<file path="src/sv/sgr_attribute_decoder_top_defines.svh">
// Assertion macros for the SGR attribute decoder.
`ifndef SGR_ATTRIBUTE_DECODER_TOP_DEFINES_SVH
`define SGR_ATTRIBUTE_DECODER_TOP_DEFINES_SVH

`ifndef SYNTHESIS

// same-cycle implication
`define SGR_ASSERT_IMP(label, clk, rst, ante, cons) \
   label: assert property (@(posedge clk) disable iff (rst) (ante) |-> (cons)) \
      else $error("sgr: same-cycle check failed");

// next-cycle implication
`define SGR_ASSERT_NEXT(label, clk, rst, ante, cons) \
   label: assert property (@(posedge clk) disable iff (rst) (ante) |=> (cons)) \
      else $error("sgr: next-cycle check failed");

`else

`define SGR_ASSERT_IMP(label, clk, rst, ante, cons)
`define SGR_ASSERT_NEXT(label, clk, rst, ante, cons)

`endif

`endif

</file>
<file path="src/sv/sgr_pkg.sv">
// Shared types, codes and constants of the SGR attribute decoder.
package sgr_pkg;

   localparam int PAGE_COUNT_DEFAULT = 16;
   localparam int PAGE_W = 4;
   localparam int PAGE_IN_COUNT = 2 ** PAGE_W;
   localparam int PARAM_W = 8;
   localparam int ATTR_W = 22;
   localparam int REQ_DATA_W = 16;
   localparam int RSP_DATA_W = 32;

   // SGR codes
   localparam logic [7:0] SGR_RESET_ALL = 8'd0;
   localparam logic [7:0] SGR_BOLD_ON = 8'd1;
   localparam logic [7:0] SGR_ULINE_ON = 8'd4;
   localparam logic [7:0] SGR_BLINK_ON = 8'd5;
   localparam logic [7:0] SGR_REVERSE_ON = 8'd7;
   localparam logic [7:0] SGR_BOLD_OFF = 8'd22;
   localparam logic [7:0] SGR_ULINE_OFF = 8'd24;
   localparam logic [7:0] SGR_BLINK_OFF = 8'd25;
   localparam logic [7:0] SGR_REVERSE_OFF = 8'd27;
   localparam logic [7:0] SGR_FG_BASE = 8'd30;
   localparam logic [7:0] SGR_FG_EXT = 8'd38;
   localparam logic [7:0] SGR_FG_DEFAULT = 8'd39;
   localparam logic [7:0] SGR_BG_BASE = 8'd40;
   localparam logic [7:0] SGR_BG_EXT = 8'd48;
   localparam logic [7:0] SGR_BG_DEFAULT = 8'd49;
   localparam logic [7:0] SGR_FG_BRIGHT = 8'd90;
   localparam logic [7:0] SGR_BG_BRIGHT = 8'd100;
   localparam logic [7:0] SGR_EXT_INDEXED = 8'd5;
   localparam logic [7:0] SGR_COLOR_SPAN = 8'd7;
   localparam logic [7:0] SGR_BRIGHT_OFFSET = 8'd8;

   // configuration register indexes
   localparam logic [0:0] CSR_INDEXED_EN = 1'b0;
   localparam logic [0:0] CSR_BRIGHT_EN = 1'b1;

   typedef struct packed {
      logic [7:0] bg_index;
      logic       bg_is_default;
      logic [7:0] fg_index;
      logic       fg_is_default;
      logic       reverse;
      logic       blink;
      logic       underline;
      logic       bold;
   } attr_type;

   localparam attr_type ATTR_RESET = '{
      bg_index: 8'd0, bg_is_default: 1'b1, fg_index: 8'd0, fg_is_default: 1'b1,
      reverse: 1'b0, blink: 1'b0, underline: 1'b0, bold: 1'b0};

   typedef enum logic [1:0] {
      LA_IDLE      = 2'd0,
      LA_SAW_INTRO = 2'd1,
      LA_SAW_FIVE  = 2'd2
   } la_phase_type;

   typedef struct packed {
      la_phase_type phase;
      logic         is_bg;
   } la_state_type;

   typedef struct packed {
      logic indexed_en;
      logic bright_en;
   } cfg_type;

endpackage

</file>
<file path="src/sv/sgr_ram.sv">
// Generic single-write, single-read RAM with registered read data.
module sgr_ram #(
   parameter int WIDTH = sgr_pkg::ATTR_W,
   parameter int DEPTH = sgr_pkg::PAGE_COUNT_DEFAULT,
   localparam int AW = (DEPTH > 1) ? $clog2(DEPTH) : 1
) (
   input  logic             clock,
   input  logic             wr_en,
   input  logic [AW-1:0]    wr_addr,
   input  logic [WIDTH-1:0] wr_data,
   input  logic             rd_en,
   input  logic [AW-1:0]    rd_addr,
   output logic [WIDTH-1:0] rd_data
);

   logic [WIDTH-1:0] mem_ff [DEPTH];
   logic [WIDTH-1:0] rd_data_ff;

   // read-first on an address collision
   always_ff @(posedge clock) begin
      if (wr_en) begin
         mem_ff[wr_addr] <= wr_data;
      end
      if (rd_en) begin
         rd_data_ff <= mem_ff[rd_addr];
      end
   end

   assign rd_data = rd_data_ff;

endmodule

</file>
<file path="src/sv/sgr_decode.sv">
// Decodes one SGR parameter against a page's attribute word and the lookahead state.
module sgr_decode (
   input  sgr_pkg::attr_type     word_in,
   input  logic [7:0]            param,
   input  logic                  last_param,
   input  logic                  empty_sequence,
   input  sgr_pkg::la_state_type la_in,
   input  sgr_pkg::cfg_type      cfg,
   output sgr_pkg::attr_type     word_out,
   output sgr_pkg::la_state_type la_out
);

   sgr_pkg::attr_type plain_word;
   logic              plain_start;

   // ordinary code, no lookahead pending
   always_comb begin
      plain_word = word_in;
      plain_start = 1'b0;
      unique case (param)
         sgr_pkg::SGR_RESET_ALL:   plain_word = sgr_pkg::ATTR_RESET;
         sgr_pkg::SGR_BOLD_ON:     plain_word.bold = 1'b1;
         sgr_pkg::SGR_ULINE_ON:    plain_word.underline = 1'b1;
         sgr_pkg::SGR_BLINK_ON:    plain_word.blink = 1'b1;
         sgr_pkg::SGR_REVERSE_ON:  plain_word.reverse = 1'b1;
         sgr_pkg::SGR_BOLD_OFF:    plain_word.bold = 1'b0;
         sgr_pkg::SGR_ULINE_OFF:   plain_word.underline = 1'b0;
         sgr_pkg::SGR_BLINK_OFF:   plain_word.blink = 1'b0;
         sgr_pkg::SGR_REVERSE_OFF: plain_word.reverse = 1'b0;
         sgr_pkg::SGR_FG_DEFAULT: begin
            plain_word.fg_is_default = 1'b1;
            plain_word.fg_index = 8'd0;
         end
         sgr_pkg::SGR_BG_DEFAULT: begin
            plain_word.bg_is_default = 1'b1;
            plain_word.bg_index = 8'd0;
         end
         sgr_pkg::SGR_FG_EXT, sgr_pkg::SGR_BG_EXT: begin
            plain_start = cfg.indexed_en && !last_param;
         end
         default: begin
            if (param >= sgr_pkg::SGR_FG_BASE &&
                param <= sgr_pkg::SGR_FG_BASE + sgr_pkg::SGR_COLOR_SPAN) begin
               plain_word.fg_is_default = 1'b0;
               plain_word.fg_index = param - sgr_pkg::SGR_FG_BASE;
            end else if (param >= sgr_pkg::SGR_BG_BASE &&
                         param <= sgr_pkg::SGR_BG_BASE + sgr_pkg::SGR_COLOR_SPAN) begin
               plain_word.bg_is_default = 1'b0;
               plain_word.bg_index = param - sgr_pkg::SGR_BG_BASE;
            end else if (cfg.bright_en && param >= sgr_pkg::SGR_FG_BRIGHT &&
                         param <= sgr_pkg::SGR_FG_BRIGHT + sgr_pkg::SGR_COLOR_SPAN) begin
               plain_word.fg_is_default = 1'b0;
               plain_word.fg_index = param - sgr_pkg::SGR_FG_BRIGHT + sgr_pkg::SGR_BRIGHT_OFFSET;
            end else if (cfg.bright_en && param >= sgr_pkg::SGR_BG_BRIGHT &&
                         param <= sgr_pkg::SGR_BG_BRIGHT + sgr_pkg::SGR_COLOR_SPAN) begin
               plain_word.bg_is_default = 1'b0;
               plain_word.bg_index = param - sgr_pkg::SGR_BG_BRIGHT + sgr_pkg::SGR_BRIGHT_OFFSET;
            end
         end
      endcase
   end

   always_comb begin
      word_out = word_in;
      la_out = la_in;
      if (empty_sequence) begin
         word_out = sgr_pkg::ATTR_RESET;
         la_out.phase = sgr_pkg::LA_IDLE;
      end else begin
         unique case (la_in.phase)
            sgr_pkg::LA_SAW_FIVE: begin
               // third word of 38;5;n / 48;5;n is always the index
               if (la_in.is_bg) begin
                  word_out.bg_is_default = 1'b0;
                  word_out.bg_index = param;
               end else begin
                  word_out.fg_is_default = 1'b0;
                  word_out.fg_index = param;
               end
               la_out.phase = sgr_pkg::LA_IDLE;
            end
            sgr_pkg::LA_SAW_INTRO: begin
               if (param == sgr_pkg::SGR_EXT_INDEXED && !last_param) begin
                  la_out.phase = sgr_pkg::LA_SAW_FIVE;
               end else begin
                  // broken lookahead: decode as an ordinary code
                  word_out = plain_word;
                  la_out.phase = plain_start ? sgr_pkg::LA_SAW_INTRO : sgr_pkg::LA_IDLE;
                  if (plain_start) begin
                     la_out.is_bg = (param == sgr_pkg::SGR_BG_EXT);
                  end
               end
            end
            default: begin
               word_out = plain_word;
               la_out.phase = plain_start ? sgr_pkg::LA_SAW_INTRO : sgr_pkg::LA_IDLE;
               if (plain_start) begin
                  la_out.is_bg = (param == sgr_pkg::SGR_BG_EXT);
               end
            end
         endcase
      end
   end

endmodule

</file>
<file path="src/sv/sgr_attribute_decoder_top.sv">
// Top level of the SGR attribute decoder: page store, decode stage and result register.
// An accepted word is held in the input stage (s1) and its result word in the result register.
// Throughput: one word per cycle unless rsp_tready stalls; the page RAM read is registered
// with the input stage, and a bypass register covers a write-back to the page that the next
// word reads. Reset clears lookahead state, page valid bits (pages read as reset word) and
// the stage and output valid flags (not rsp_tdata); both enables reset to 1. No clearing pass.
`include "sgr_attribute_decoder_top_defines.svh"

module sgr_attribute_decoder_top #(
   parameter int PAGE_COUNT = sgr_pkg::PAGE_COUNT_DEFAULT
) (
   input  logic        clock,
   input  logic        reset,
   // req_tdata: [3:0] page, [11:4] param, [15:12] zero
   input  logic [sgr_pkg::REQ_DATA_W-1:0] req_tdata,
   input  logic        req_tlast,   // last_param
   input  logic        req_tuser,   // empty_sequence
   input  logic        req_tvalid,
   output logic        req_tready,
   // rsp_tdata: [3:0] out_page, [4] bold, [5] underline, [6] blink, [7] reverse,
   //   [8] fg_is_default, [16:9] fg_index, [17] bg_is_default, [25:18] bg_index, [31:26] zero
   output logic [sgr_pkg::RSP_DATA_W-1:0] rsp_tdata,
   output logic        rsp_tvalid,
   input  logic        rsp_tready,
   input  logic        csr_we,
   input  logic [0:0]  csr_index,
   input  logic        csr_wdata
);

   localparam int PG_W = (PAGE_COUNT > 1) ? $clog2(PAGE_COUNT) : 1;
   localparam int PAD_W = sgr_pkg::RSP_DATA_W - sgr_pkg::ATTR_W - sgr_pkg::PAGE_W;

   // page reduction table
   logic [PG_W-1:0] page_red_tbl [sgr_pkg::PAGE_IN_COUNT];
   for (genvar g = 0; g < sgr_pkg::PAGE_IN_COUNT; g++) begin : g_page_tbl
      assign page_red_tbl[g] = PG_W'(g % PAGE_COUNT);
   end

   logic [PG_W-1:0]   page_red;
   logic              req_acc;
   logic              s1_adv;

   logic              s1_valid_ff, s1_valid_in;
   logic [PG_W-1:0]   s1_page_ff;
   logic [7:0]        s1_param_ff;
   logic              s1_last_ff;
   logic              s1_empty_ff;
   logic              s1_vld_ff;
   logic              fwd_hit_ff, fwd_hit_in;
   sgr_pkg::attr_type fwd_word_ff;

   logic [PAGE_COUNT-1:0] valid_bits_ff, valid_bits_in;
   sgr_pkg::la_state_type la_ff, la_nx;
   sgr_pkg::cfg_type      cfg_ff, cfg_in;

   logic                           rsp_valid_ff, rsp_valid_in;
   logic [sgr_pkg::RSP_DATA_W-1:0] rsp_data_ff;

   logic [sgr_pkg::ATTR_W-1:0] ram_rd_data;
   sgr_pkg::attr_type          cur_word;
   sgr_pkg::attr_type          new_word;

   assign page_red = page_red_tbl[req_tdata[sgr_pkg::PAGE_W-1:0]];
   assign s1_adv = s1_valid_ff && (!rsp_valid_ff || rsp_tready);
   assign req_tready = !s1_valid_ff || s1_adv;
   assign req_acc = req_tvalid && req_tready;

   sgr_ram #(
      .WIDTH(sgr_pkg::ATTR_W),
      .DEPTH(PAGE_COUNT)
   ) u_page_ram (
      .clock   (clock),
      .wr_en   (s1_adv),
      .wr_addr (s1_page_ff),
      .wr_data (new_word),
      .rd_en   (req_acc),
      .rd_addr (page_red),
      .rd_data (ram_rd_data)
   );

   // a word written back in the same edge the next word read the RAM wins
   always_comb begin
      if (fwd_hit_ff) begin
         cur_word = fwd_word_ff;
      end else if (s1_vld_ff) begin
         cur_word = sgr_pkg::attr_type'(ram_rd_data);
      end else begin
         cur_word = sgr_pkg::ATTR_RESET;
      end
   end

   sgr_decode u_decode (
      .word_in        (cur_word),
      .param          (s1_param_ff),
      .last_param     (s1_last_ff),
      .empty_sequence (s1_empty_ff),
      .la_in          (la_ff),
      .cfg            (cfg_ff),
      .word_out       (new_word),
      .la_out         (la_nx)
   );

   always_comb begin
      s1_valid_in = s1_valid_ff;
      if (req_acc) begin
         s1_valid_in = 1'b1;
      end else if (s1_adv) begin
         s1_valid_in = 1'b0;
      end
      fwd_hit_in = s1_adv && (s1_page_ff == page_red);
      valid_bits_in = valid_bits_ff;
      if (s1_adv) begin
         valid_bits_in[s1_page_ff] = 1'b1;
      end
      rsp_valid_in = s1_adv || (rsp_valid_ff && !rsp_tready);
      cfg_in = cfg_ff;
      if (csr_we) begin
         unique case (csr_index)
            sgr_pkg::CSR_INDEXED_EN: cfg_in.indexed_en = csr_wdata;
            sgr_pkg::CSR_BRIGHT_EN:  cfg_in.bright_en = csr_wdata;
            default: ;
         endcase
      end
   end

   always_ff @(posedge clock) begin
      if (reset) begin
         s1_valid_ff <= 1'b0;
         fwd_hit_ff <= 1'b0;
         valid_bits_ff <= '0;
         la_ff <= '{phase: sgr_pkg::LA_IDLE, is_bg: 1'b0};
         cfg_ff <= '{indexed_en: 1'b1, bright_en: 1'b1};
         rsp_valid_ff <= 1'b0;
      end else begin
         s1_valid_ff <= s1_valid_in;
         valid_bits_ff <= valid_bits_in;
         cfg_ff <= cfg_in;
         rsp_valid_ff <= rsp_valid_in;
         if (req_acc) begin
            fwd_hit_ff <= fwd_hit_in;
         end
         if (s1_adv) begin
            la_ff <= la_nx;
         end
      end
   end

   always_ff @(posedge clock) begin
      if (req_acc) begin
         s1_page_ff <= page_red;
         s1_param_ff <= req_tdata[sgr_pkg::PAGE_W +: sgr_pkg::PARAM_W];
         s1_last_ff <= req_tlast;
         s1_empty_ff <= req_tuser;
         s1_vld_ff <= valid_bits_ff[page_red];
         fwd_word_ff <= new_word;
      end
      if (s1_adv) begin
         rsp_data_ff <= {PAD_W'(0), new_word, sgr_pkg::PAGE_W'(s1_page_ff)};
      end
   end

   assign rsp_tdata = rsp_data_ff;
   assign rsp_tvalid = rsp_valid_ff;

   `SGR_ASSERT_IMP(a_rsp_from_stage, clock, reset, $rose(rsp_tvalid), $past(s1_adv))
   `SGR_ASSERT_IMP(a_five_after_intro, clock, reset, s1_adv && la_nx.phase == sgr_pkg::LA_SAW_FIVE, la_ff.phase == sgr_pkg::LA_SAW_INTRO)
   `SGR_ASSERT_NEXT(a_empty_resets, clock, reset, s1_adv && s1_empty_ff, rsp_data_ff[25:4] == sgr_pkg::ATTR_RESET)

endmodule

</file>
<file path="config.mk">
export PLATFORM = sky130hd
export DESIGN_NAME = sgr_attribute_decoder_top
export DESIGN_NICKNAME = d
export VERILOG_FILES = /design/src/sv/sgr_pkg.sv /design/src/sv/sgr_ram.sv /design/src/sv/sgr_decode.sv /design/src/sv/sgr_attribute_decoder_top.sv
export VERILOG_INCLUDE_DIRS = /design/src /design/src/sv
export SDC_FILE = /design/constraint.sdc
export NUM_CORES = 1
export LEC_CHECK = 0
export ABC_AREA = 1
export BUFFER_PORTS_ARGS = -buffer_cell sky130_fd_sc_hd__buf_2
export CORE_ASPECT_RATIO = 0.7
export CORE_MARGIN = 5
export CORE_UTILIZATION = 62
export DETAILED_ROUTE_END_ITERATION = 12
export PLACE_DENSITY = 0.76
export SYNTH_ARGS = -nofsm -noshare
export SYNTH_HDL_FRONTEND = slang
export SYNTH_SLANG_ARGS = --single-unit
</file>
<file path="constraint.sdc">
create_clock -name clock -period 4.25 [get_ports clock]
set_input_delay 0.85 -clock clock [delete_from_list [all_inputs] [get_ports clock]]
set_output_delay 0.85 -clock clock [all_outputs]
set_load 0.1 [all_outputs]
</file>
==> results.md <==
* Number of library cell types mapped by synthesis at a little over 50
* Number of antenna violations at the first check in global routing at 1
* Worst flop-to-flop path startpoint: s1_param_ff[3]$_DFFE_PP_
* First-pass GRT wire length at 72400 um
* Sequential cell area fraction in the yosys report at 69.0%
* Count of maximum capacitance violations at 0
* Post-route setup TNS at 0 ps
* Number of filler cells placed in the layout at 2122
* Achievable Freq at 0.276 GHz
* # clock sinks at 461
* Maximum clock skew at final layout at 13.0 ps
* Relative area change from synthesis to final layout at 10.8%
* Commonest non-fill, non-tap cells in the layout: sky130_fd_sc_hd__edfxtp_1, sky130_fd_sc_hd__inv_1, sky130_fd_sc_hd__nand2_1
* Final HPWL from detailed placement at 28500 um
* Cell area after synthesis at 0.0197 mm2
* Largest vdd supply drop at ~0.36 mV
* Area share of the largest cell type after synthesis at 66.5%
* Most common library cell in the layout ignoring fill and taps: sky130_fd_sc_hd__edfxtp_1
* Ratio of final minimum period to clock period at 85.3%
* Critical-path maximum fanout at 18
* Pin count of the biggest net entering global routing at roughly 100
* Worst EP required at 4430 ps
* Initial core utilization at 63.0%
* Via count of the first global-routing pass at 12000
* Maximum root-to-sink buffer count at 3
* Std cell rows at 54
* Number of post-CTS setup repair buffers at 0
* Area fraction in and, or, nand and nor cells after synthesis at between 6 and 7%
* Crit path from: s1_param_ff[3]$_DFFE_PP_
* Result of the run: finished clean
* CP startpoint kind: flop
* Tightest Pin Transition at between 1000 and 1500 ps
* Final hold violation count at 0
* Number of inserted diodes at 0
* Largest family of logic cells by synthesized area: compound AO/OA/AOI/OAI gates
* Global placement routability congestion at 0.952
* Crit. End Element: flop
* Clock root buffer master: sky130_fd_sc_hd__clkbuf_16
* Time the final worst path needs with I/O delays and setup at between 3000 and 4000 ps
* Cell leakage power at 8.15 nW
* Die X at 223 um
* Area of the core region at 0.0313 mm2
* CTS H-tree depth at 2
* Layout cell share with drive strength beyond 1 at 12.7%
* Most area-consuming cells after synthesis: sky130_fd_sc_hd__edfxtp_1, sky130_fd_sc_hd__mux2i_1, sky130_fd_sc_hd__o21ai_0
* Path category of the worst min-delay check: in -> reg
* Iteration-0 DRC count of the detailed router at 1627
* Yosys warnings at 0
* Total number of vias at 12600
* Critical path class: reg -> reg
* Power density over cell area at 442 mW/mm2
* Top cell type by total area after synthesis: sky130_fd_sc_hd__edfxtp_1
* Gates resized, CTS repair at 0
* Count of unresolved DRC violations after routing at 0
* Register bit count reported by yosys at approximately 460
* Vias per cell at 6.10
* Number of max-slew violations in the final report at 0
* Arrival time reported for the critical path endpoint at 3810 ps
* Worst slew margin relative to its limit at around a fifth
* Final count of negative-setup-slack endpoints at 0
* Share of the synthesized area in compound gates (AO/OA/AOI/OAI) at 12.7%
* Post-synthesis share of cell area spent on xor and xnor gates at 0.444%
* Area of the die at between 0.03 and 0.04 mm2
* Skew-Pair Late Insertion Delay at 550 ps
* Final setup margin at between 600 and 700 ps
* Min-Delay Startpoint: req_tdata[4]
* Total routed wirelength at 48400 um
* Fin area at 0.0219 mm2
* Residual overflow from global routing at 0
* Net count, final at 1661
* Number of I/O port buffers at between 40 and 50
* Synthesized instance count at 1566
* Final antenna-violating net count at 0
* Number of buffers created by CTS at 43
* Clock slew at the register clock pins of the worst setup and hold paths at 60 ps
* Number of top-level design ports at 59
* Placed Area at 0.0205 mm2
* Detailed Routing Iterations Pass 1 at 5
* Pre-CTS setup slack at 683 ps
* Routed length per instance at 23.4 um
* Hold buffer count at cts at 0
* Mux contribution to synthesized area at 4.72%
* Total global routing track utilization at 26.6%
* CTS tree: built
* Adder-cell share of the synthesized area at less than 1%
* Floorplan die height at 159 um
* Mean cell area of the mapped netlist at 12.6 um2
* Setup repair after global routing missed its margin: no
## metrics by stage
| stage | power, mW | instances | hold slack (ps) | util [%] |
|---|---|---|---|---|
| after floorplan | 5.86 | 1571 | 435 | - |
| after global placement | 6.12 | 1997 | 444 | 65.7 |
| after detailed placement | 6.14 | 1997 | 453 | 65.7 |
| after CTS | 9.70 | 2072 | 450 | 69.9 |
| after global routing | 9.99 | 2072 | 455 | 69.9 |
| final | 9.67 | 2072 | 471 | 69.9 |
## sequential cells by signal, summed over array words and instances (netlist names)
signal	cells
s1_valid_ff	1
u_page_ram.rd_data	22
fwd_hit_ff	1
s1_vld_ff	1
valid_bits_ff	16
la_ff	3
s1_param_ff	8
s1_empty_ff	1
u_page_ram.mem_ff	352
cfg_ff	2
s1_last_ff	1
rsp_tvalid	1
fwd_word_ff	22
s1_page_ff	4
rsp_tdata	26
## final timing paths
path	end	slack, ps	cells past startpoint
hold reg to reg	valid_bits_ff[5]$_SDFFE_PP0P_	470	2
setup reg to reg	rsp_tdata[23]$_DFFE_PP_	630	14
setup / recovery	rsp_tdata[23]$_DFFE_PP_	630	14
hold / removal	s1_param_ff[0]$_DFFE_PP_	470	1
## cell type report
type,instances,area (um2),share of cell area (%)
Clock buffer,54,1160,5.30
Multi-Input combinational cell,853,5120,23.4
Inverter,169,638,2.92
Timing Repair Buffer,94,661,3.02
Sequential cell,461,13600,62.2
Clock inverter,21,146,0.670
Tap cell,420,526,2.40
## worst max-delay path, cell delays in order, from the launching register on
cell,delay [ps]
sky130_fd_sc_hd__edfxtp_1,410
sky130_fd_sc_hd__inv_1,340
sky130_fd_sc_hd__ha_1,300
sky130_fd_sc_hd__nand3_1,150
sky130_fd_sc_hd__nor3_1,280
sky130_fd_sc_hd__nor2_1,130
sky130_fd_sc_hd__nand3_4,190
sky130_fd_sc_hd__nor2_4,110
sky130_fd_sc_hd__nand3_2,140
sky130_fd_sc_hd__nand2_1,60
sky130_fd_sc_hd__nand2_1,70
sky130_fd_sc_hd__nand2_1,60
sky130_fd_sc_hd__nand2_1,50
sky130_fd_sc_hd__nand2_1,40
sky130_fd_sc_hd__nor2_1,910
## cell usage after synthesis (all sizes together)
cell type / n
mux2i: 93
o21ai: 161
and2: 1
nand3: 62
nand3b: 1
o2111ai: 1
a21boi: 2
o211ai: 95
a22o: 2
nand4: 3
ha: 14
inv: 166
nand2: 152
conb: 1
clkinv: 3
nor3: 4
xor2: 5
a211oi: 1
clkbuf: 45
o221ai: 8
a31oi: 1
edfxtp: 437
a41oi: 1
o21bai: 1
buf: 43
a21oi: 111
a22oi: 19
o22ai: 9
a2bb2oi: 2
dfxtp: 24
o32ai: 5
o21a: 1
nor2: 85
or2: 2
xnor2: 5
## power breakdown
| group | internal (mW) | leakage, nW | switching, mW | total [mW] |
|---|---|---|---|---|
| logic | 0.212 | 3.25 | 0.668 | 0.880 |
| clock network | 2.00 | 0.642 | 1.62 | 3.62 |
| registers | 5.13 | 4.25 | 0.0390 | 5.17 |
## per-layer routing
| metal | global-route usage [%] | up-vias | wire, um |
|---|---|---|---|
| li1 | - | 5811 | - |
| met1 | 40.4 | 6183 | 21200 |
| met2 | 40.5 | 584 | 21800 |
| met3 | 5.79 | 69 | 4630 |
| met4 | 5.20 | 2 | 736 |
| met5 | 0 | - | 13 |
## cells by family after synthesis
family / after synthesis
flops: 461
xor+xnor: 10
mux: 93
other cells: 1
compound gates: 420
buf+inv: 257
fa+ha+maj: 14
simple gates: 310
Power figures use the tool's default switching activity.
